## src/rtl/lik_pkg.sv

```systemverilog
// shared types, constants and tables for the leg inverse kinematics block
package lik_pkg;

    // field widths
    localparam int LEN_W   = 15;
    localparam int POS_W   = 16;
    localparam int REST_W  = 17;
    localparam int CIDX_W  = 3;
    localparam int CDAT_W  = 17;

    // internal widths
    localparam int CW      = 30;   // cordic x/y
    localparam int ZW      = 26;   // angle in degrees Q.16
    localparam int SQ_W    = 52;   // square root operand
    localparam int SQ_RW   = 26;   // square root result
    localparam int MW      = 27;   // multiplier operand
    localparam int PW      = 2 * MW;
    localparam int AW      = 37;   // accumulator

    localparam int CORDIC_ITERATIONS_DEF = 16;
    localparam int ATAN_DEPTH            = 24;

    localparam logic signed [ZW-1:0] DEG180_Q16 = ZW'(11796480);

    // register indexes
    localparam logic [CIDX_W-1:0] CFG_UPPER_LEN  = 3'd0;
    localparam logic [CIDX_W-1:0] CFG_LOWER_LEN  = 3'd1;
    localparam logic [CIDX_W-1:0] CFG_OFFSET_X   = 3'd2;
    localparam logic [CIDX_W-1:0] CFG_OFFSET_Z   = 3'd3;
    localparam logic [CIDX_W-1:0] CFG_REST_HIP   = 3'd4;
    localparam logic [CIDX_W-1:0] CFG_REST_KNEE  = 3'd5;

    // register reset values
    localparam logic [LEN_W-1:0]         RST_UPPER_LEN = 15'd512;
    localparam logic [LEN_W-1:0]         RST_LOWER_LEN = 15'd768;
    localparam logic signed [POS_W-1:0]  RST_OFFSET_X  = -16'sd1024;
    localparam logic signed [POS_W-1:0]  RST_OFFSET_Z  = -16'sd512;
    localparam logic signed [REST_W-1:0] RST_REST_HIP  = 17'sd10392;
    localparam logic signed [REST_W-1:0] RST_REST_KNEE = -17'sd17513;

    // controller states
    typedef enum logic [5:0] {
        ST_IDLE, ST_MUL1, ST_MUL2, ST_MUL3, ST_MUL4, ST_MUL5, ST_MUL6, ST_MUL7,
        ST_MUL8, ST_MUL9, ST_MUL10, ST_SQL_GO, ST_SQL_WT, ST_SQH_GO, ST_SQH_WT,
        ST_MUL11, ST_MUL12, ST_MUL13, ST_CB_GO, ST_CB_WT, ST_CP_GO, ST_CP_WT,
        ST_AC_CHK, ST_DV_GO, ST_DV_WT, ST_AC_SQR, ST_ASQ_GO, ST_ASQ_WT,
        ST_ACD_GO, ST_ACD_WT, ST_FIN, ST_OUT
    } t_state;

    // datapath operations
    typedef enum logic [5:0] {
        OP_NONE, OP_LOAD, OP_MUL1, OP_MUL2, OP_MUL3, OP_MUL4, OP_MUL5, OP_MUL6,
        OP_MUL7, OP_MUL8, OP_MUL9, OP_MUL10, OP_SQL_GO, OP_SQL_WT, OP_SQH_GO,
        OP_SQH_WT, OP_MUL11, OP_MUL12, OP_MUL13, OP_CB_GO, OP_CB_WT, OP_CP_GO,
        OP_CP_WT, OP_AC_CHK, OP_DV_GO, OP_DV_WT, OP_AC_SQR, OP_ASQ_GO, OP_ASQ_WT,
        OP_ACD_GO, OP_ACD_WT, OP_FIN, OP_OUT
    } t_op;

    typedef struct packed {
        t_op  op;
        logic sel;      // 0: theta pass, 1: gamma pass
    } t_cmd;

    typedef struct packed {
        logic busy;
        logic need_div;
        logic out_full;
    } t_status;

    // atan(2^-i) in degrees Q.16
    function automatic logic signed [ZW-1:0] atan_q16(input int i);
        logic signed [ZW-1:0] v;
        unique case (i)
            0:  v = ZW'(2949120);
            1:  v = ZW'(1740967);
            2:  v = ZW'(919879);
            3:  v = ZW'(466945);
            4:  v = ZW'(234379);
            5:  v = ZW'(117304);
            6:  v = ZW'(58666);
            7:  v = ZW'(29335);
            8:  v = ZW'(14668);
            9:  v = ZW'(7334);
            10: v = ZW'(3667);
            11: v = ZW'(1833);
            12: v = ZW'(917);
            13: v = ZW'(458);
            14: v = ZW'(229);
            15: v = ZW'(115);
            16: v = ZW'(57);
            17: v = ZW'(29);
            18: v = ZW'(14);
            19: v = ZW'(7);
            20: v = ZW'(4);
            21: v = ZW'(2);
            22: v = ZW'(1);
            default: v = '0;
        endcase
        return v;
    endfunction

    // leg frame rotation, Q1.16
    function automatic logic signed [17:0] rot_cos(input logic [2:0] leg);
        logic signed [17:0] v;
        unique case (leg)
            3'd2:    v = 18'sd65536;
            3'd3:    v = 18'sd32768;
            3'd4:    v = -18'sd32768;
            3'd5:    v = -18'sd65536;
            3'd6:    v = -18'sd32768;
            default: v = 18'sd32768;
        endcase
        return v;
    endfunction

    function automatic logic signed [17:0] rot_sin(input logic [2:0] leg);
        logic signed [17:0] v;
        unique case (leg)
            3'd2:    v = 18'sd0;
            3'd3:    v = 18'sd56755;
            3'd4:    v = 18'sd56755;
            3'd5:    v = 18'sd0;
            3'd6:    v = -18'sd56755;
            default: v = -18'sd56755;
        endcase
        return v;
    endfunction

endpackage

```

## src/rtl/lik_isqrt.sv

```systemverilog
// bit-serial floor square root, two operand bits per cycle
module lik_isqrt (
    input  logic                        i_clk,
    input  logic                        i_rst_n,
    input  logic                        i_start,
    input  logic [lik_pkg::SQ_W-1:0]    i_arg,
    output logic                        o_busy,
    output logic [lik_pkg::SQ_RW-1:0]   o_root
);
    import lik_pkg::*;

    localparam int STEPS = SQ_W / 2;
    localparam int CNT_W = $clog2(STEPS);

    logic [SQ_W-1:0]  r_v, r_res, r_bit;
    logic [CNT_W-1:0] r_cnt;
    logic             r_busy;
    logic [SQ_W-1:0]  trial;

    assign trial = r_res + r_bit;

    // control
    always_ff @(posedge i_clk) begin
        if (!i_rst_n) begin
            r_busy <= 1'b0;
            r_cnt  <= '0;
        end else if (i_start) begin
            r_busy <= 1'b1;
            r_cnt  <= CNT_W'(STEPS - 1);
        end else if (r_busy) begin
            if (r_cnt == '0) begin
                r_busy <= 1'b0;
            end else begin
                r_cnt <= r_cnt - 1'b1;
            end
        end
    end

    // one root bit per step
    always_ff @(posedge i_clk) begin
        if (i_start) begin
            r_v   <= i_arg;
            r_res <= '0;
            r_bit <= {2'b01, {(SQ_W-2){1'b0}}};
        end else if (r_busy) begin
            if (r_v >= trial) begin
                r_v   <= r_v - trial;
                r_res <= (r_res >> 1) + r_bit;
            end else begin
                r_res <= r_res >> 1;
            end
            r_bit <= r_bit >> 2;
        end
    end

    assign o_busy = r_busy;
    assign o_root = r_res[SQ_RW-1:0];

endmodule

```

## src/rtl/lik_cordic.sv

```systemverilog
// iterated vectoring cordic, atan2 in degrees Q.16
module lik_cordic #(
    parameter int CORDIC_ITERATIONS = lik_pkg::CORDIC_ITERATIONS_DEF
) (
    input  logic                          i_clk,
    input  logic                          i_rst_n,
    input  logic                          i_start,
    input  logic signed [lik_pkg::CW-1:0] i_y,
    input  logic signed [lik_pkg::CW-1:0] i_x,
    output logic                          o_busy,
    output logic signed [lik_pkg::ZW-1:0] o_angle
);
    import lik_pkg::*;

    localparam int IW = $clog2(CORDIC_ITERATIONS);

    logic signed [CW-1:0] r_x, r_y;
    logic signed [ZW-1:0] r_z;
    logic [IW-1:0]        r_i;
    logic                 r_busy;
    logic signed [CW-1:0] sh_x, sh_y;
    logic signed [ZW-1:0] step_angle;

    assign sh_x       = r_x >>> r_i;
    assign sh_y       = r_y >>> r_i;
    assign step_angle = atan_q16(int'(r_i));

    // iteration control
    always_ff @(posedge i_clk) begin
        if (!i_rst_n) begin
            r_busy <= 1'b0;
            r_i    <= '0;
        end else if (i_start) begin
            r_busy <= (i_y != '0);
            r_i    <= '0;
        end else if (r_busy) begin
            if (r_i == IW'(CORDIC_ITERATIONS - 1)) begin
                r_busy <= 1'b0;
            end else begin
                r_i <= r_i + 1'b1;
            end
        end
    end

    // prerotation into the right half plane, then micro-rotations
    always_ff @(posedge i_clk) begin
        if (i_start) begin
            if (i_y == '0) begin
                r_z <= (i_x < 0) ? DEG180_Q16 : '0;
                r_x <= i_x;
                r_y <= i_y;
            end else if (i_x < 0) begin
                r_z <= (i_y > 0) ? DEG180_Q16 : -DEG180_Q16;
                r_x <= -i_x;
                r_y <= -i_y;
            end else begin
                r_z <= '0;
                r_x <= i_x;
                r_y <= i_y;
            end
        end else if (r_busy) begin
            if (r_y > 0) begin
                r_x <= r_x + sh_y;
                r_y <= r_y - sh_x;
                r_z <= r_z + step_angle;
            end else begin
                r_x <= r_x - sh_y;
                r_y <= r_y + sh_x;
                r_z <= r_z - step_angle;
            end
        end
    end

    assign o_busy  = r_busy;
    assign o_angle = r_z;

endmodule

```

## src/rtl/lik_ctrl.sv

```systemverilog
// sequencer that steps the datapath through one leg solution
module lik_ctrl (
    input  logic             i_clk,
    input  logic             i_rst_n,
    input  logic             i_in_valid,
    input  lik_pkg::t_status i_status,
    output lik_pkg::t_cmd    o_cmd,
    output logic             o_in_stall
);
    import lik_pkg::*;

    t_state r_state, n_state;
    logic   r_pass, n_pass;

    // state registers
    always_ff @(posedge i_clk) begin
        if (!i_rst_n) begin
            r_state <= ST_IDLE;
            r_pass  <= 1'b0;
        end else begin
            r_state <= n_state;
            r_pass  <= n_pass;
        end
    end

    // next state
    always_comb begin
        n_state = r_state;
        n_pass  = r_pass;
        unique case (r_state)
            ST_IDLE: begin
                n_pass = 1'b0;
                if (i_in_valid) n_state = ST_MUL1;
            end
            ST_MUL1:   n_state = ST_MUL2;
            ST_MUL2:   n_state = ST_MUL3;
            ST_MUL3:   n_state = ST_MUL4;
            ST_MUL4:   n_state = ST_MUL5;
            ST_MUL5:   n_state = ST_MUL6;
            ST_MUL6:   n_state = ST_MUL7;
            ST_MUL7:   n_state = ST_MUL8;
            ST_MUL8:   n_state = ST_MUL9;
            ST_MUL9:   n_state = ST_MUL10;
            ST_MUL10:  n_state = ST_SQL_GO;
            ST_SQL_GO: n_state = ST_SQL_WT;
            ST_SQL_WT: if (!i_status.busy) n_state = ST_SQH_GO;
            ST_SQH_GO: n_state = ST_SQH_WT;
            ST_SQH_WT: if (!i_status.busy) n_state = ST_MUL11;
            ST_MUL11:  n_state = ST_MUL12;
            ST_MUL12:  n_state = ST_MUL13;
            ST_MUL13:  n_state = ST_CB_GO;
            ST_CB_GO:  n_state = ST_CB_WT;
            ST_CB_WT:  if (!i_status.busy) n_state = ST_CP_GO;
            ST_CP_GO:  n_state = ST_CP_WT;
            ST_CP_WT:  if (!i_status.busy) n_state = ST_AC_CHK;
            ST_AC_CHK: n_state = i_status.need_div ? ST_DV_GO : ST_AC_SQR;
            ST_DV_GO:  n_state = ST_DV_WT;
            ST_DV_WT:  if (!i_status.busy) n_state = ST_AC_SQR;
            ST_AC_SQR: n_state = ST_ASQ_GO;
            ST_ASQ_GO: n_state = ST_ASQ_WT;
            ST_ASQ_WT: if (!i_status.busy) n_state = ST_ACD_GO;
            ST_ACD_GO: n_state = ST_ACD_WT;
            ST_ACD_WT: begin
                if (!i_status.busy) begin
                    if (r_pass) begin
                        n_state = ST_FIN;
                    end else begin
                        n_pass  = 1'b1;
                        n_state = ST_AC_CHK;
                    end
                end
            end
            ST_FIN:    n_state = ST_OUT;
            ST_OUT:    if (!i_status.out_full) n_state = ST_IDLE;
            default:   n_state = ST_IDLE;
        endcase
    end

    // command outputs
    always_comb begin
        o_cmd.sel  = r_pass;
        o_in_stall = (r_state != ST_IDLE) || !i_rst_n;
        unique case (r_state)
            ST_IDLE:   o_cmd.op = i_in_valid ? OP_LOAD : OP_NONE;
            ST_MUL1:   o_cmd.op = OP_MUL1;
            ST_MUL2:   o_cmd.op = OP_MUL2;
            ST_MUL3:   o_cmd.op = OP_MUL3;
            ST_MUL4:   o_cmd.op = OP_MUL4;
            ST_MUL5:   o_cmd.op = OP_MUL5;
            ST_MUL6:   o_cmd.op = OP_MUL6;
            ST_MUL7:   o_cmd.op = OP_MUL7;
            ST_MUL8:   o_cmd.op = OP_MUL8;
            ST_MUL9:   o_cmd.op = OP_MUL9;
            ST_MUL10:  o_cmd.op = OP_MUL10;
            ST_SQL_GO: o_cmd.op = OP_SQL_GO;
            ST_SQL_WT: o_cmd.op = OP_SQL_WT;
            ST_SQH_GO: o_cmd.op = OP_SQH_GO;
            ST_SQH_WT: o_cmd.op = OP_SQH_WT;
            ST_MUL11:  o_cmd.op = OP_MUL11;
            ST_MUL12:  o_cmd.op = OP_MUL12;
            ST_MUL13:  o_cmd.op = OP_MUL13;
            ST_CB_GO:  o_cmd.op = OP_CB_GO;
            ST_CB_WT:  o_cmd.op = OP_CB_WT;
            ST_CP_GO:  o_cmd.op = OP_CP_GO;
            ST_CP_WT:  o_cmd.op = OP_CP_WT;
            ST_AC_CHK: o_cmd.op = OP_AC_CHK;
            ST_DV_GO:  o_cmd.op = OP_DV_GO;
            ST_DV_WT:  o_cmd.op = OP_DV_WT;
            ST_AC_SQR: o_cmd.op = OP_AC_SQR;
            ST_ASQ_GO: o_cmd.op = OP_ASQ_GO;
            ST_ASQ_WT: o_cmd.op = OP_ASQ_WT;
            ST_ACD_GO: o_cmd.op = OP_ACD_GO;
            ST_ACD_WT: o_cmd.op = OP_ACD_WT;
            ST_FIN:    o_cmd.op = OP_FIN;
            ST_OUT:    o_cmd.op = i_status.out_full ? OP_NONE : OP_OUT;
            default:   o_cmd.op = OP_NONE;
        endcase
    end

endmodule

```

## src/rtl/lik_dp.sv

```systemverilog
// datapath: config registers, shared multiplier, divider, root and angle units
module lik_dp #(
    parameter int CORDIC_ITERATIONS = lik_pkg::CORDIC_ITERATIONS_DEF
) (
    input  logic                               i_clk,
    input  logic                               i_rst_n,
    input  lik_pkg::t_cmd                      i_cmd,
    output lik_pkg::t_status                   o_status,
    input  logic                               i_cfg_valid,
    output logic                               o_cfg_ready,
    input  logic [lik_pkg::CIDX_W-1:0]         i_cfg_index,
    input  logic [lik_pkg::CDAT_W-1:0]         i_cfg_data,
    input  logic signed [lik_pkg::POS_W-1:0]   i_target_x,
    input  logic signed [lik_pkg::POS_W-1:0]   i_target_y,
    input  logic signed [lik_pkg::POS_W-1:0]   i_target_z,
    output logic                               o_out_valid,
    input  logic                               i_out_stall,
    output logic [2:0]                         o_leg_number,
    output logic signed [15:0]                 o_base_angle,
    output logic signed [16:0]                 o_hip_angle,
    output logic signed [16:0]                 o_knee_angle,
    output logic signed [17:0]                 o_hip_servo_angle,
    output logic signed [17:0]                 o_knee_servo_angle,
    output logic                               o_reachable
);
    import lik_pkg::*;

    // configuration registers
    logic [LEN_W-1:0]         r_upper, r_lower;
    logic signed [POS_W-1:0]  r_offx, r_offz;
    logic signed [REST_W-1:0] r_rest_hip, r_rest_knee;

    assign o_cfg_ready = 1'b1;

    always_ff @(posedge i_clk) begin
        if (!i_rst_n) begin
            r_upper     <= RST_UPPER_LEN;
            r_lower     <= RST_LOWER_LEN;
            r_offx      <= RST_OFFSET_X;
            r_offz      <= RST_OFFSET_Z;
            r_rest_hip  <= RST_REST_HIP;
            r_rest_knee <= RST_REST_KNEE;
        end else if (i_cfg_valid) begin
            case (i_cfg_index)
                CFG_UPPER_LEN: r_upper     <= i_cfg_data[LEN_W-1:0];
                CFG_LOWER_LEN: r_lower     <= i_cfg_data[LEN_W-1:0];
                CFG_OFFSET_X:  r_offx      <= i_cfg_data[POS_W-1:0];
                CFG_OFFSET_Z:  r_offz      <= i_cfg_data[POS_W-1:0];
                CFG_REST_HIP:  r_rest_hip  <= i_cfg_data[REST_W-1:0];
                CFG_REST_KNEE: r_rest_knee <= i_cfg_data[REST_W-1:0];
                default: ;
            endcase
        end
    end

    // leg counter
    logic [2:0] r_cur_leg;

    always_ff @(posedge i_clk) begin
        if (!i_rst_n) begin
            r_cur_leg <= 3'd1;
        end else if (i_cmd.op == OP_LOAD) begin
            r_cur_leg <= (r_cur_leg == 3'd6) ? 3'd1 : r_cur_leg + 3'd1;
        end
    end

    // working registers
    logic [2:0]                r_leg;
    logic signed [POS_W-1:0]   r_x, r_y;
    logic signed [17:0]        r_c, r_s;
    logic signed [17:0]        r_xr, r_yr;
    logic signed [16:0]        r_zr;
    logic signed [PW-1:0]      r_prod;
    logic signed [AW-1:0]      r_acc;
    logic [34:0]               r_l2, r_h2;
    logic signed [35:0]        r_num1, r_num2;
    logic [40:0]               r_den1, r_den2;
    logic [SQ_RW-1:0]          r_lq, r_hq;
    logic signed [15:0]        r_base;
    logic signed [ZW-1:0]      r_phi, r_theta, r_gamma;
    logic signed [17:0]        r_r;
    logic [16:0]               r_sroot;
    logic signed [17:0]        r_hip, r_knee;
    logic                      r_ok;

    // multiplier operand selection
    logic signed [MW-1:0] mul_a, mul_b;
    logic signed [PW-1:0] mul_p;

    always_comb begin
        mul_a = '0;
        mul_b = '0;
        unique case (i_cmd.op)
            OP_MUL1: begin mul_a = MW'(r_x);  mul_b = MW'(r_c);  end
            OP_MUL2: begin mul_a = MW'(r_y);  mul_b = MW'(r_s);  end
            OP_MUL3: begin mul_a = MW'(r_y);  mul_b = MW'(r_c);  end
            OP_MUL4: begin mul_a = MW'(r_x);  mul_b = MW'(r_s);  end
            OP_MUL5: begin mul_a = MW'(r_xr); mul_b = MW'(r_xr); end
            OP_MUL6: begin mul_a = MW'(r_yr); mul_b = MW'(r_yr); end
            OP_MUL7: begin mul_a = MW'(r_zr); mul_b = MW'(r_zr); end
            OP_MUL8: begin
                mul_a = $signed({{(MW-LEN_W){1'b0}}, r_upper});
                mul_b = $signed({{(MW-LEN_W){1'b0}}, r_upper});
            end
            OP_MUL9: begin
                mul_a = $signed({{(MW-LEN_W){1'b0}}, r_lower});
                mul_b = $signed({{(MW-LEN_W){1'b0}}, r_lower});
            end
            OP_MUL11: begin
                mul_a = $signed({{(MW-LEN_W){1'b0}}, r_upper});
                mul_b = $signed({{(MW-SQ_RW){1'b0}}, r_hq});
            end
            OP_MUL12: begin
                mul_a = $signed({{(MW-LEN_W){1'b0}}, r_lower});
                mul_b = $signed({{(MW-SQ_RW){1'b0}}, r_hq});
            end
            OP_AC_SQR: begin mul_a = MW'(r_r); mul_b = MW'(r_r); end
            default: ;
        endcase
    end

    assign mul_p = mul_a * mul_b;

    // sums around the multiplier
    logic signed [AW-1:0] prod_n, sum_xr, sum_yr;
    logic signed [20:0]   xr_sh, yr_sh;

    assign prod_n = r_prod[AW-1:0];
    assign sum_xr = r_acc - prod_n + AW'(32768);
    assign sum_yr = r_acc + prod_n + AW'(32768);
    assign xr_sh  = 21'(sum_xr >>> 16);
    assign yr_sh  = 21'(sum_yr >>> 16);

    // acos argument selection and range check
    logic signed [35:0] num_sel, num_neg;
    logic [40:0]        den_sel;
    logic [34:0]        mag;
    logic               need_div;

    assign num_sel  = i_cmd.sel ? r_num2 : r_num1;
    assign den_sel  = i_cmd.sel ? r_den2 : r_den1;
    assign num_neg  = -num_sel;
    assign mag      = num_sel[35] ? num_neg[34:0] : num_sel[34:0];
    assign need_div = (den_sel != '0) && ({mag, 8'b0} <= {2'b00, den_sel});

    // restoring divider, one quotient bit per cycle
    logic [58:0] r_rem, dsh_ext;
    logic [56:0] r_dsh;
    logic [16:0] r_q;
    logic [4:0]  r_dcnt;
    logic        r_dv_busy;
    logic        dv_ge;

    assign dsh_ext = {2'b00, r_dsh};
    assign dv_ge   = (r_rem >= dsh_ext);

    always_ff @(posedge i_clk) begin
        if (!i_rst_n) begin
            r_dv_busy <= 1'b0;
            r_dcnt    <= '0;
        end else if (i_cmd.op == OP_DV_GO) begin
            r_dv_busy <= 1'b1;
            r_dcnt    <= 5'd16;
        end else if (r_dv_busy) begin
            if (r_dcnt == '0) begin
                r_dv_busy <= 1'b0;
            end else begin
                r_dcnt <= r_dcnt - 5'd1;
            end
        end
    end

    always_ff @(posedge i_clk) begin
        if (i_cmd.op == OP_DV_GO) begin
            r_rem <= {mag, 24'b0};
            r_dsh <= {den_sel, 16'b0};
            r_q   <= '0;
        end else if (r_dv_busy) begin
            if (dv_ge) r_rem <= r_rem - dsh_ext;
            r_q   <= {r_q[15:0], dv_ge};
            r_dsh <= r_dsh >> 1;
        end
    end

    // shared square root unit
    logic              sq_start, sq_busy;
    logic [SQ_W-1:0]   sq_arg;
    logic [SQ_RW-1:0]  sq_root;
    logic [32:0]       one_minus_r2;

    assign one_minus_r2 = 33'h1_0000_0000 - r_prod[32:0];

    always_comb begin
        sq_start = 1'b0;
        sq_arg   = '0;
        unique case (i_cmd.op)
            OP_SQL_GO: begin sq_start = 1'b1; sq_arg = {1'b0, r_l2, 16'b0}; end
            OP_SQH_GO: begin sq_start = 1'b1; sq_arg = {1'b0, r_h2, 16'b0}; end
            OP_ASQ_GO: begin
                sq_start = 1'b1;
                sq_arg   = {{(SQ_W-33){1'b0}}, one_minus_r2};
            end
            default: ;
        endcase
    end

    lik_isqrt u_isqrt (
        .i_clk   (i_clk),
        .i_rst_n (i_rst_n),
        .i_start (sq_start),
        .i_arg   (sq_arg),
        .o_busy  (sq_busy),
        .o_root  (sq_root)
    );

    // shared angle unit
    logic                 cd_start, cd_busy;
    logic signed [CW-1:0] cd_y, cd_x;
    logic signed [ZW-1:0] cd_angle;

    always_comb begin
        cd_start = 1'b0;
        cd_y     = '0;
        cd_x     = '0;
        unique case (i_cmd.op)
            OP_CB_GO: begin
                cd_start = 1'b1;
                cd_y     = CW'($signed({r_yr, 8'b0}));
                cd_x     = CW'($signed({r_xr, 8'b0}));
            end
            OP_CP_GO: begin
                cd_start = 1'b1;
                cd_y     = CW'($signed({r_zr, 8'b0}));
                cd_x     = $signed({{(CW-SQ_RW){1'b0}}, r_lq});
            end
            OP_ACD_GO: begin
                cd_start = 1'b1;
                cd_y     = $signed({{(CW-17){1'b0}}, r_sroot});
                cd_x     = CW'(r_r);
            end
            default: ;
        endcase
    end

    lik_cordic #(
        .CORDIC_ITERATIONS (CORDIC_ITERATIONS)
    ) u_cordic (
        .i_clk   (i_clk),
        .i_rst_n (i_rst_n),
        .i_start (cd_start),
        .i_y     (cd_y),
        .i_x     (cd_x),
        .o_busy  (cd_busy),
        .o_angle (cd_angle)
    );

    // rounding of angles to degrees times 128
    logic signed [ZW-1:0] base_rnd;
    logic signed [ZW:0]   hip_sum, knee_sum, hip_rnd, knee_rnd;
    logic signed [16:0]   base_out;

    assign base_rnd = (cd_angle + ZW'(256)) >>> 9;
    assign base_out = 17'(base_rnd);
    assign hip_sum  = (ZW+1)'(r_phi) + (ZW+1)'(r_theta) + (ZW+1)'(256);
    assign knee_sum = -(ZW+1)'(r_theta) - (ZW+1)'(r_gamma) + (ZW+1)'(256);
    assign hip_rnd  = hip_sum >>> 9;
    assign knee_rnd = knee_sum >>> 9;

    // step registers
    always_ff @(posedge i_clk) begin
        if (i_cmd.op != OP_NONE && i_cmd.op != OP_LOAD) r_prod <= mul_p;
        unique case (i_cmd.op)
            OP_LOAD: begin
                r_x   <= i_target_x;
                r_y   <= i_target_y;
                r_zr  <= 17'(i_target_z) + 17'(r_offz);
                r_c   <= rot_cos(r_cur_leg);
                r_s   <= rot_sin(r_cur_leg);
                r_leg <= r_cur_leg;
            end
            OP_MUL2:  r_acc <= prod_n;
            OP_MUL3:  r_xr  <= 18'(xr_sh + 21'(r_offx));
            OP_MUL4:  r_acc <= prod_n;
            OP_MUL5:  r_yr  <= 18'(yr_sh);
            OP_MUL6:  r_acc <= prod_n;
            OP_MUL7:  r_l2  <= 35'(r_acc + prod_n);
            OP_MUL8:  r_h2  <= r_l2 + r_prod[34:0];
            OP_MUL9:  r_acc <= prod_n;
            OP_MUL10: begin
                r_num1 <= 36'($signed({2'b00, r_h2}) + r_acc - prod_n);
                r_num2 <= 36'($signed({2'b00, r_h2}) - r_acc + prod_n);
            end
            OP_SQL_WT: if (!sq_busy) r_lq <= sq_root;
            OP_SQH_WT: if (!sq_busy) r_hq <= sq_root;
            OP_MUL12:  r_den1 <= {r_prod[39:0], 1'b0};
            OP_MUL13:  r_den2 <= {r_prod[39:0], 1'b0};
            OP_CB_WT: begin
                if (!cd_busy) begin
                    if (base_out > 17'sd23040) r_base <= 16'sd23040;
                    else if (base_out < -17'sd23040) r_base <= -16'sd23040;
                    else r_base <= base_out[15:0];
                end
            end
            OP_CP_WT: if (!cd_busy) r_phi <= cd_angle;
            OP_AC_CHK: if (!need_div) r_r <= num_sel[35] ? -18'sd65536 : 18'sd65536;
            OP_DV_WT: begin
                if (!r_dv_busy) r_r <= num_sel[35] ? -$signed({1'b0, r_q}) : $signed({1'b0, r_q});
            end
            OP_ASQ_WT: if (!sq_busy) r_sroot <= sq_root[16:0];
            OP_ACD_WT: begin
                if (!cd_busy) begin
                    if (i_cmd.sel) r_gamma <= cd_angle;
                    else r_theta <= cd_angle;
                end
            end
            OP_FIN: begin
                r_hip  <= 18'(hip_rnd);
                r_knee <= 18'(knee_rnd);
            end
            default: ;
        endcase
    end

    // reach flag
    always_ff @(posedge i_clk) begin
        if (!i_rst_n) begin
            r_ok <= 1'b1;
        end else if (i_cmd.op == OP_LOAD) begin
            r_ok <= 1'b1;
        end else if (i_cmd.op == OP_AC_CHK && !need_div) begin
            r_ok <= 1'b0;
        end
    end

    // result register
    logic r_out_valid;
    logic signed [18:0] hip_servo, knee_servo;

    assign hip_servo  = 19'(r_rest_hip) - 19'(r_hip);
    assign knee_servo = 19'(r_knee) - 19'(r_rest_knee);

    always_ff @(posedge i_clk) begin
        if (!i_rst_n) begin
            r_out_valid <= 1'b0;
        end else if (i_cmd.op == OP_OUT) begin
            r_out_valid <= 1'b1;
        end else if (!i_out_stall) begin
            r_out_valid <= 1'b0;
        end
    end

    always_ff @(posedge i_clk) begin
        if (i_cmd.op == OP_OUT) begin
            o_leg_number       <= r_leg;
            o_base_angle       <= r_base;
            o_hip_angle        <= r_hip[16:0];
            o_knee_angle       <= r_knee[16:0];
            o_hip_servo_angle  <= hip_servo[17:0];
            o_knee_servo_angle <= knee_servo[17:0];
            o_reachable        <= r_ok;
        end
    end

    assign o_out_valid       = r_out_valid;
    assign o_status.busy     = sq_busy | cd_busy | r_dv_busy;
    assign o_status.need_div = need_div;
    assign o_status.out_full = r_out_valid;

endmodule

```

## src/rtl/two_link_leg_inverse_kinematics_top.sv

```systemverilog
// top level of the six-leg two-link inverse kinematics solver
//
//  channel   direction  handshake                 beat carries
//  in        upstream   i_in_valid / o_in_stall   target x, y, z
//  out       down       o_out_valid / i_out_stall leg, angles, servo angles, reachable
//  cfg       host       i_cfg_valid / o_cfg_ready register index and data
//
// one item at a time, the time per item set by the shared bit-serial square
// root (used four times), the shared cordic (used four times) and the divider
// (twice, skipped out of reach).
// reset is synchronous, active low; it loads the register defaults and leg 1.
// a finished result waits in the output register while the next item is taken;
// a stalled output holds the solver before its final step.
module two_link_leg_inverse_kinematics_top #(
    parameter int CORDIC_ITERATIONS = lik_pkg::CORDIC_ITERATIONS_DEF
) (
    input  logic                             i_clk,
    input  logic                             i_rst_n,
    input  logic                             i_in_valid,
    output logic                             o_in_stall,
    input  logic signed [lik_pkg::POS_W-1:0] i_target_x,
    input  logic signed [lik_pkg::POS_W-1:0] i_target_y,
    input  logic signed [lik_pkg::POS_W-1:0] i_target_z,
    output logic                             o_out_valid,
    input  logic                             i_out_stall,
    output logic [2:0]                       o_leg_number,
    output logic signed [15:0]               o_base_angle,
    output logic signed [16:0]               o_hip_angle,
    output logic signed [16:0]               o_knee_angle,
    output logic signed [17:0]               o_hip_servo_angle,
    output logic signed [17:0]               o_knee_servo_angle,
    output logic                             o_reachable,
    input  logic                             i_cfg_valid,
    output logic                             o_cfg_ready,
    input  logic [lik_pkg::CIDX_W-1:0]       i_cfg_index,
    input  logic [lik_pkg::CDAT_W-1:0]       i_cfg_data
);
    import lik_pkg::*;

    t_cmd    cmd;
    t_status status;

    // sequencer
    lik_ctrl u_ctrl (
        .i_clk      (i_clk),
        .i_rst_n    (i_rst_n),
        .i_in_valid (i_in_valid),
        .i_status   (status),
        .o_cmd      (cmd),
        .o_in_stall (o_in_stall)
    );

    // arithmetic
    lik_dp #(
        .CORDIC_ITERATIONS (CORDIC_ITERATIONS)
    ) u_dp (
        .i_clk              (i_clk),
        .i_rst_n            (i_rst_n),
        .i_cmd              (cmd),
        .o_status           (status),
        .i_cfg_valid        (i_cfg_valid),
        .o_cfg_ready        (o_cfg_ready),
        .i_cfg_index        (i_cfg_index),
        .i_cfg_data         (i_cfg_data),
        .i_target_x         (i_target_x),
        .i_target_y         (i_target_y),
        .i_target_z         (i_target_z),
        .o_out_valid        (o_out_valid),
        .i_out_stall        (i_out_stall),
        .o_leg_number       (o_leg_number),
        .o_base_angle       (o_base_angle),
        .o_hip_angle        (o_hip_angle),
        .o_knee_angle       (o_knee_angle),
        .o_hip_servo_angle  (o_hip_servo_angle),
        .o_knee_servo_angle (o_knee_servo_angle),
        .o_reachable        (o_reachable)
    );

endmodule
```

## config.mk

```make
export PLATFORM = sky130hd
export DESIGN_NAME = two_link_leg_inverse_kinematics_top
export DESIGN_NICKNAME = d
export VERILOG_FILES = /design/src/rtl/lik_pkg.sv /design/src/rtl/lik_isqrt.sv /design/src/rtl/lik_cordic.sv /design/src/rtl/lik_ctrl.sv /design/src/rtl/lik_dp.sv /design/src/rtl/two_link_leg_inverse_kinematics_top.sv
export SDC_FILE = /design/constraint.sdc
export NUM_CORES = 2
export LEC_CHECK = 0
export CORE_MARGIN = 2
export CORE_UTILIZATION = 50
export CTS_CLUSTER_SIZE = 25
export DETAILED_ROUTE_END_ITERATION = 16
export DONT_BUFFER_PORTS = 1
export PLACE_DENSITY = 0.73
export SYNTH_ARGS = -nofsm -noshare
export SYNTH_HDL_FRONTEND = slang
export SYNTH_HIERARCHICAL = 1
export SYNTH_SLANG_ARGS = --single-unit
```

## constraint.sdc

```tcl
create_clock -name i_clk -period 27.8 [get_ports i_clk]
set_clock_uncertainty 0.05 [all_clocks]
set_input_delay 4.17 -clock i_clk [delete_from_list [all_inputs] [get_ports i_clk]]
set_output_delay 4.17 -clock i_clk [all_outputs]
set_load 0.02 [all_outputs]
```

* Word-level counts from Yosys, hierarchy flattened
Memories as Yosys holds them, arrays and structs flattened. A register that Yosys moved wholly into a read port is not among the register bits. Index checks and enable logic that the tools add are counted.
Word-level totals: register bits 1203, memory bits (read-only) 352, input bits 73, output and inout port bits 93, memories 1
Cells by class: add/subtract/negate cells 38, $mul 1, $lt $le $gt $ge 8, equality and inequality tests 89, shifts and indexed selects 2, mux-type cells 81, bitwise gates (word level) 9, reductions and logical operators 64
Memories:
- (name not given) | depth 16, width 22, read ports 1, clocked after memory_dff 1, write ports 0, RTL line lik_pkg.sv:73 | unique case (i)
Operators with widths (count):
- $pmux 6 s32 | 2
- $mux 30 | 10
- $pmux 27 s9 | 1
- $pmux 27 s8 | 1
- $mux 52 | 4
- $eq 6x5->1 const B | 32
- $pmux 30 s3 | 2
- $mux 59 | 3
- $mux 26 | 6
- $pmux 51 s3 | 1
- $mux 57 | 2
- $eq 6x4->1 const B | 16
- $add 36x36->36 | 2
- $mux 18 | 4
- $pmux 18 s2 | 2
- $sub 36x36->36 | 2
- $add 35x35->35 | 2
- $add 34x17->34 const B | 2
- $add 30x30->30 | 2
- $gt 30x1->1 const B | 2
- $mux 6 | 10
- $neg 30->30 | 2
- $sshr 30x4->30 | 2
- $sub 30x30->30 | 2
- other kinds (70) | 178

* Longest topological paths before layout
depth in word-level cells 9, mapped depth 40, gate-level depth less buffers 36

* Cells and area by module
The synthesis kept the hierarchy.
Modules (own cells, without submodules):
- lik_dp | times used 1, cells an instance 7316, area each 73384.1 um^2
- lik_cordic | times used 1, cells an instance 1732, area each 14722.9 um^2
- lik_isqrt | times used 1, cells an instance 1564, area each 12489.5 um^2
- lik_ctrl | times used 1, cells an instance 66, area each 513.0 um^2

* Worst setup path before layout
OpenSTA, ideal clock, no wires.
kind in2reg, from input port i_in_valid, to register u_dp.r_prod[38] (data pin), data arrival time 13.724 ns, data required time 27.492 ns, path slack 13.768 ns, stages on the path 35, buffers on the path 4, path through nor2_1 -> a21oi_1 -> clkbuf_1 -> nand2b_1 -> nor2_1 -> clkbuf_1 -> a222oi_1 -> or3b_2 -> clkbuf_1 -> clkbuf_1 -> nand2_1 -> fa_1 -> inv_1 -> fa_1 -> inv_1 -> fa_1 -> inv_1 -> fa_1 -> fa_1 -> fa_1 -> inv_1 -> fa_1 -> inv_1 -> ha_1 -> and3_1 -> and3_1 -> and3_1 -> nand2_1 -> or3_1 -> a311o_1 -> a21oi_1 -> nor3_1 -> o21bai_1 -> a21oi_1 -> xnor2_1
RTL lines:
- start, declared | RTL line two_link_leg_inverse_kinematics_top.sv:19 | input logic i_in_valid,
- end signal, assigned | RTL line lik_dp.sv:271 | if (i_cmd.op != OP_NONE && i_cmd.op != OP_LOAD) r_prod <= mul_p;
- end, declared | RTL line lik_dp.sv:73 | logic signed [PW-1:0] r_prod;

==> flow_metrics.py <==
metrics = {
    "logic_synthesis": {
        "syn_avg_cell_area_um2": 9.47,
        "syn_nets": 12100,
        "syn_inst": 10700,
        "synth_area_um2": 101000,
        "synth.yosys.seq_area_share_pct": 32.7,
        "ys_types": 133,
        "synthArstFlopShare_pct": 0,
        "yosys_warnings": 6,
        "synth-edff-count": 913,
        "synth_flop_cell": "edfxtp_1",
        "ys_seq_elements": 1194,
    },
    "die": {
        "coreArea_um2": 201000,
        "die_y_um": 454,
        "die_area_um2": 206000,
        "ios": 166,
        "start_util_pct": 50.2,
        "die_w_um": 454,
        "rows": 165,
    },
    "timing": {
        "worst_pin_slew_ps": 1310,
        "setup_ws_ps": 14070,
        "final_hold_viol_count": 0,
        "finalSetupViolations": 0,
        "rsz0062_at_grt": "false",
        "drv_slew": 0,
        "layout_min_cycle_time_ps": 13730,
        "finalCritPeriodShare_pct": 49.4,
        "tns_ps": 0,
        "timing.fmax_ghz": 0.0729,
        "relSlewSlack_pct": 12.3,
    },
    "global_routing": {
        "grt-ovfl-total": 0,
        "grt_max_degree": 86,
        "grt_pass1_vias": 79000,
        "antenna_found_initial": 31,
        "grt_pass1_wl_mm": 485,
        "grt_usage_pct": 30.9,
    },
    "placed_design": {
        "hpwl_mm": 255,
        "place_ws_ps": 13300,
        "gp_congestion": 0.983,
        "place.port_buffers": 0,
    },
    "route": {
        "drt_iter0_markers": 8311,
        "routed_wirelength_mm": 324,
        "drc": 0,
        "wire_per_inst_um": 24.3,
        "drt.antenna.violating_nets": 0,
        "dr.pass1.iters": 8,
        "vias": 81300,
        "via_per_inst": 6.11,
    },
    "worst_setup_path": {
        "arrival_ps": 14240,
        "reg2reg_depth": 35,
        "crit_type": "input port to register",
        "required_ps": 28320,
        "crit_path_end_kind": "register",
        "cp_max_fo": 18,
        "cp-start-kind": "input port",
        "worst_path_largest_cell_delay_ps": 710,
        "crit_top_cell": "inv_1",
        "critPathSlowestCell": "fa_1",
    },
    "clock_network": {
        "postCtsSetupRepairBufs": 0,
        "hold_buffers": 0,
        "cts_htree_levels": 4,
        "clock_sinks": 1194,
        "clock-root-buffer": "clkbuf_16",
        "cts.clk_slew.worst_paths_ps": 60,
        "cts_buffers": 136,
        "clk_latency_ps": 830,
        "cts_tree": "yes",
        "max-clock-path-buffers": 3,
        "post_cts_resized": 0,
    },
    "power": {
        "powerDensity_nw_per_um2": 83.5,
        "ir_drop_uv": 104,
        "power_leakage_nw": 45.0,
    },
    "hold_path": {
        "whs_path_depth": 0,
        "hp-class": "register to register",
    },
    "cells_and_area": {
        "syn_to_final_growth_pct": 6.93,
        "drive_above_1_share_pct": 5.86,
        "final_net_count": 12000,
    },
    "outcome": {
        "outcome": "finished clean",
    },
    "flow_run": {
        "maxCapViolations": 0,
    },
}
==> cell families (layout without fill, tap and decap cells) <==
family                   after synthesis  in the layout  synth area share [%]
flip-flops                          1194           1194                  32.7
other                                  2             19               0.00743
multiplexers                         297            297                  3.77
adder cells (fa/ha/maj)             1376           1376                  21.2
AO/OA/AOI/OAI                       2337           2337                  15.2
AND/OR/NAND/NOR                     3057           3057                  14.1
buffers and inverters               1674           1613                  6.49
XOR/XNOR                             741            741                  6.47
==> final cells by class <==
type | count | area, um2
fillers | 17800 | 93400
clock buffers | 178 | 3730
repair buffers | 116 | 871
clock inverters | 72 | 673
multi-input cells | 7810 | 61700
well taps | 2672 | 3340
inverters | 1247 | 4680
flip-flops and latches | 1194 | 33100
diodes | 17 | 42.5
==> worst paths after layout <==
check,slack [ps],from,to
worst max-delay path,14070,i_in_valid,u_dp/r_prod[38]
worst min register to register,370,u_dp/r_leg[2],u_dp/o_leg_number[2]
worst max register to register,15830,u_ctrl/r_state[2],u_dp/r_prod[38]
worst min-delay path,370,u_dp/r_leg[2],u_dp/o_leg_number[2]
==> report_power, final <==
part | internal (mW) | switching, mW
Clock | 1.04 | 0.780
Sequential | 2.24 | 0.161
Combinational | 1.75 | 3.06
Total | 5.02 | 4.00
==> stage by stage <==
stage	util [%]	hold slack, ps	power [mW]	instances	instance area, um2
finish	53.7	370	9.02	13300	108000
global route	53.7	382	9.57	13300	108000
CTS	53.6	370	8.98	13300	108000
detailed placement	51.5	357	7.13	13000	104000
global placement	51.5	353	7.06	13000	104000
floorplan	-	350	5.65	10700	101000
==> sequential cells by signal (all words and copies together), names as in the netlist, 35 cells and up <==
signal / count
u_dp/r_den2: 40
u_dp/u_isqrt/r_v: 52
u_dp/r_dsh: 57
u_dp/r_num2: 36
u_dp/r_den1: 40
u_dp/r_acc: 36
u_dp/r_rem: 59
u_dp/r_l2: 35
u_dp/r_prod: 40
u_dp/r_h2: 35
u_dp/u_isqrt/r_res: 52
u_dp/r_num1: 36
==> per-layer routing <==
layer	wire length (um)	track usage [%]	vias to the layer above
met5	149	0	-
met4	21300	18.2	20
met3	29000	6.49	790
met2	145000	48.0	3671
met1	129000	39.8	39800
li1	-	-	37000
==> synth_stat cells (71+ instances only) <==
library cell | count | share of area (%)
clkbuf_1 | 296 | 1.1
o21bai_1 | 81 | 0.60
o31ai_1 | 73 | 0.54
a31oi_1 | 104 | 0.64
dfxtp_1 | 281 | 5.6
nand2_1 | 1143 | 4.2
nand4_1 | 98 | 0.61
edfxtp_1 | 913 | 27
nor2b_1 | 71 | 0.44
and3_1 | 77 | 0.48
o21a_1 | 101 | 0.75
a21o_1 | 191 | 1.4
fa_1 | 564 | 11
a22o_1 | 80 | 0.69
a211oi_1 | 74 | 0.55
nand2b_1 | 90 | 0.56
xor2_1 | 249 | 2.2
xnor2_1 | 486 | 4.2
a21oi_1 | 627 | 3.1
nor3_1 | 169 | 0.84
nor2_1 | 788 | 2.9
o21ai_0 | 483 | 2.4
and2_1 | 97 | 0.60
nand3_1 | 197 | 0.98
inv_1 | 1240 | 4.6
mux2i_1 | 201 | 2.0
ha_1 | 812 | 10
==> worst max-delay path: cells and delay by family <==
family | cells | cell delay (ps)
simple gates | 12 | 2860
xor+xnor | 1 | 120
compound gates | 6 | 1330
fa+ha+maj | 8 | 4380
buf+inv | 9 | 1350
==> cell usage in the layout, fill, tap and decap left out, types with 33 or more instances in the layout <==
master	n
inv_1	1240
nand2_1	1140
edfxtp_1	913
ha_1	812
nor2_1	782
a21oi_1	626
fa_1	564
xnor2_1	484
o21ai_0	482
dfxtp_1	274
xor2_1	249
mux2i_1	200
nand3_1	196
a21o_1	191
nor3_1	158
clkbuf_16	141
buf_4	116
a31oi_1	104
o21a_1	101
nand4_1	98
and2_1	96
nand2b_1	89
o21bai_1	81
a22o_1	80
and3_1	76
a211oi_1	74
o31ai_1	73
nor2b_1	71
or3_1	67
o211ai_1	64
a22oi_1	59
mux4_2	56
nor4_1	53
or2_2	33
Note: power is estimated with default switching activity, not from simulation.
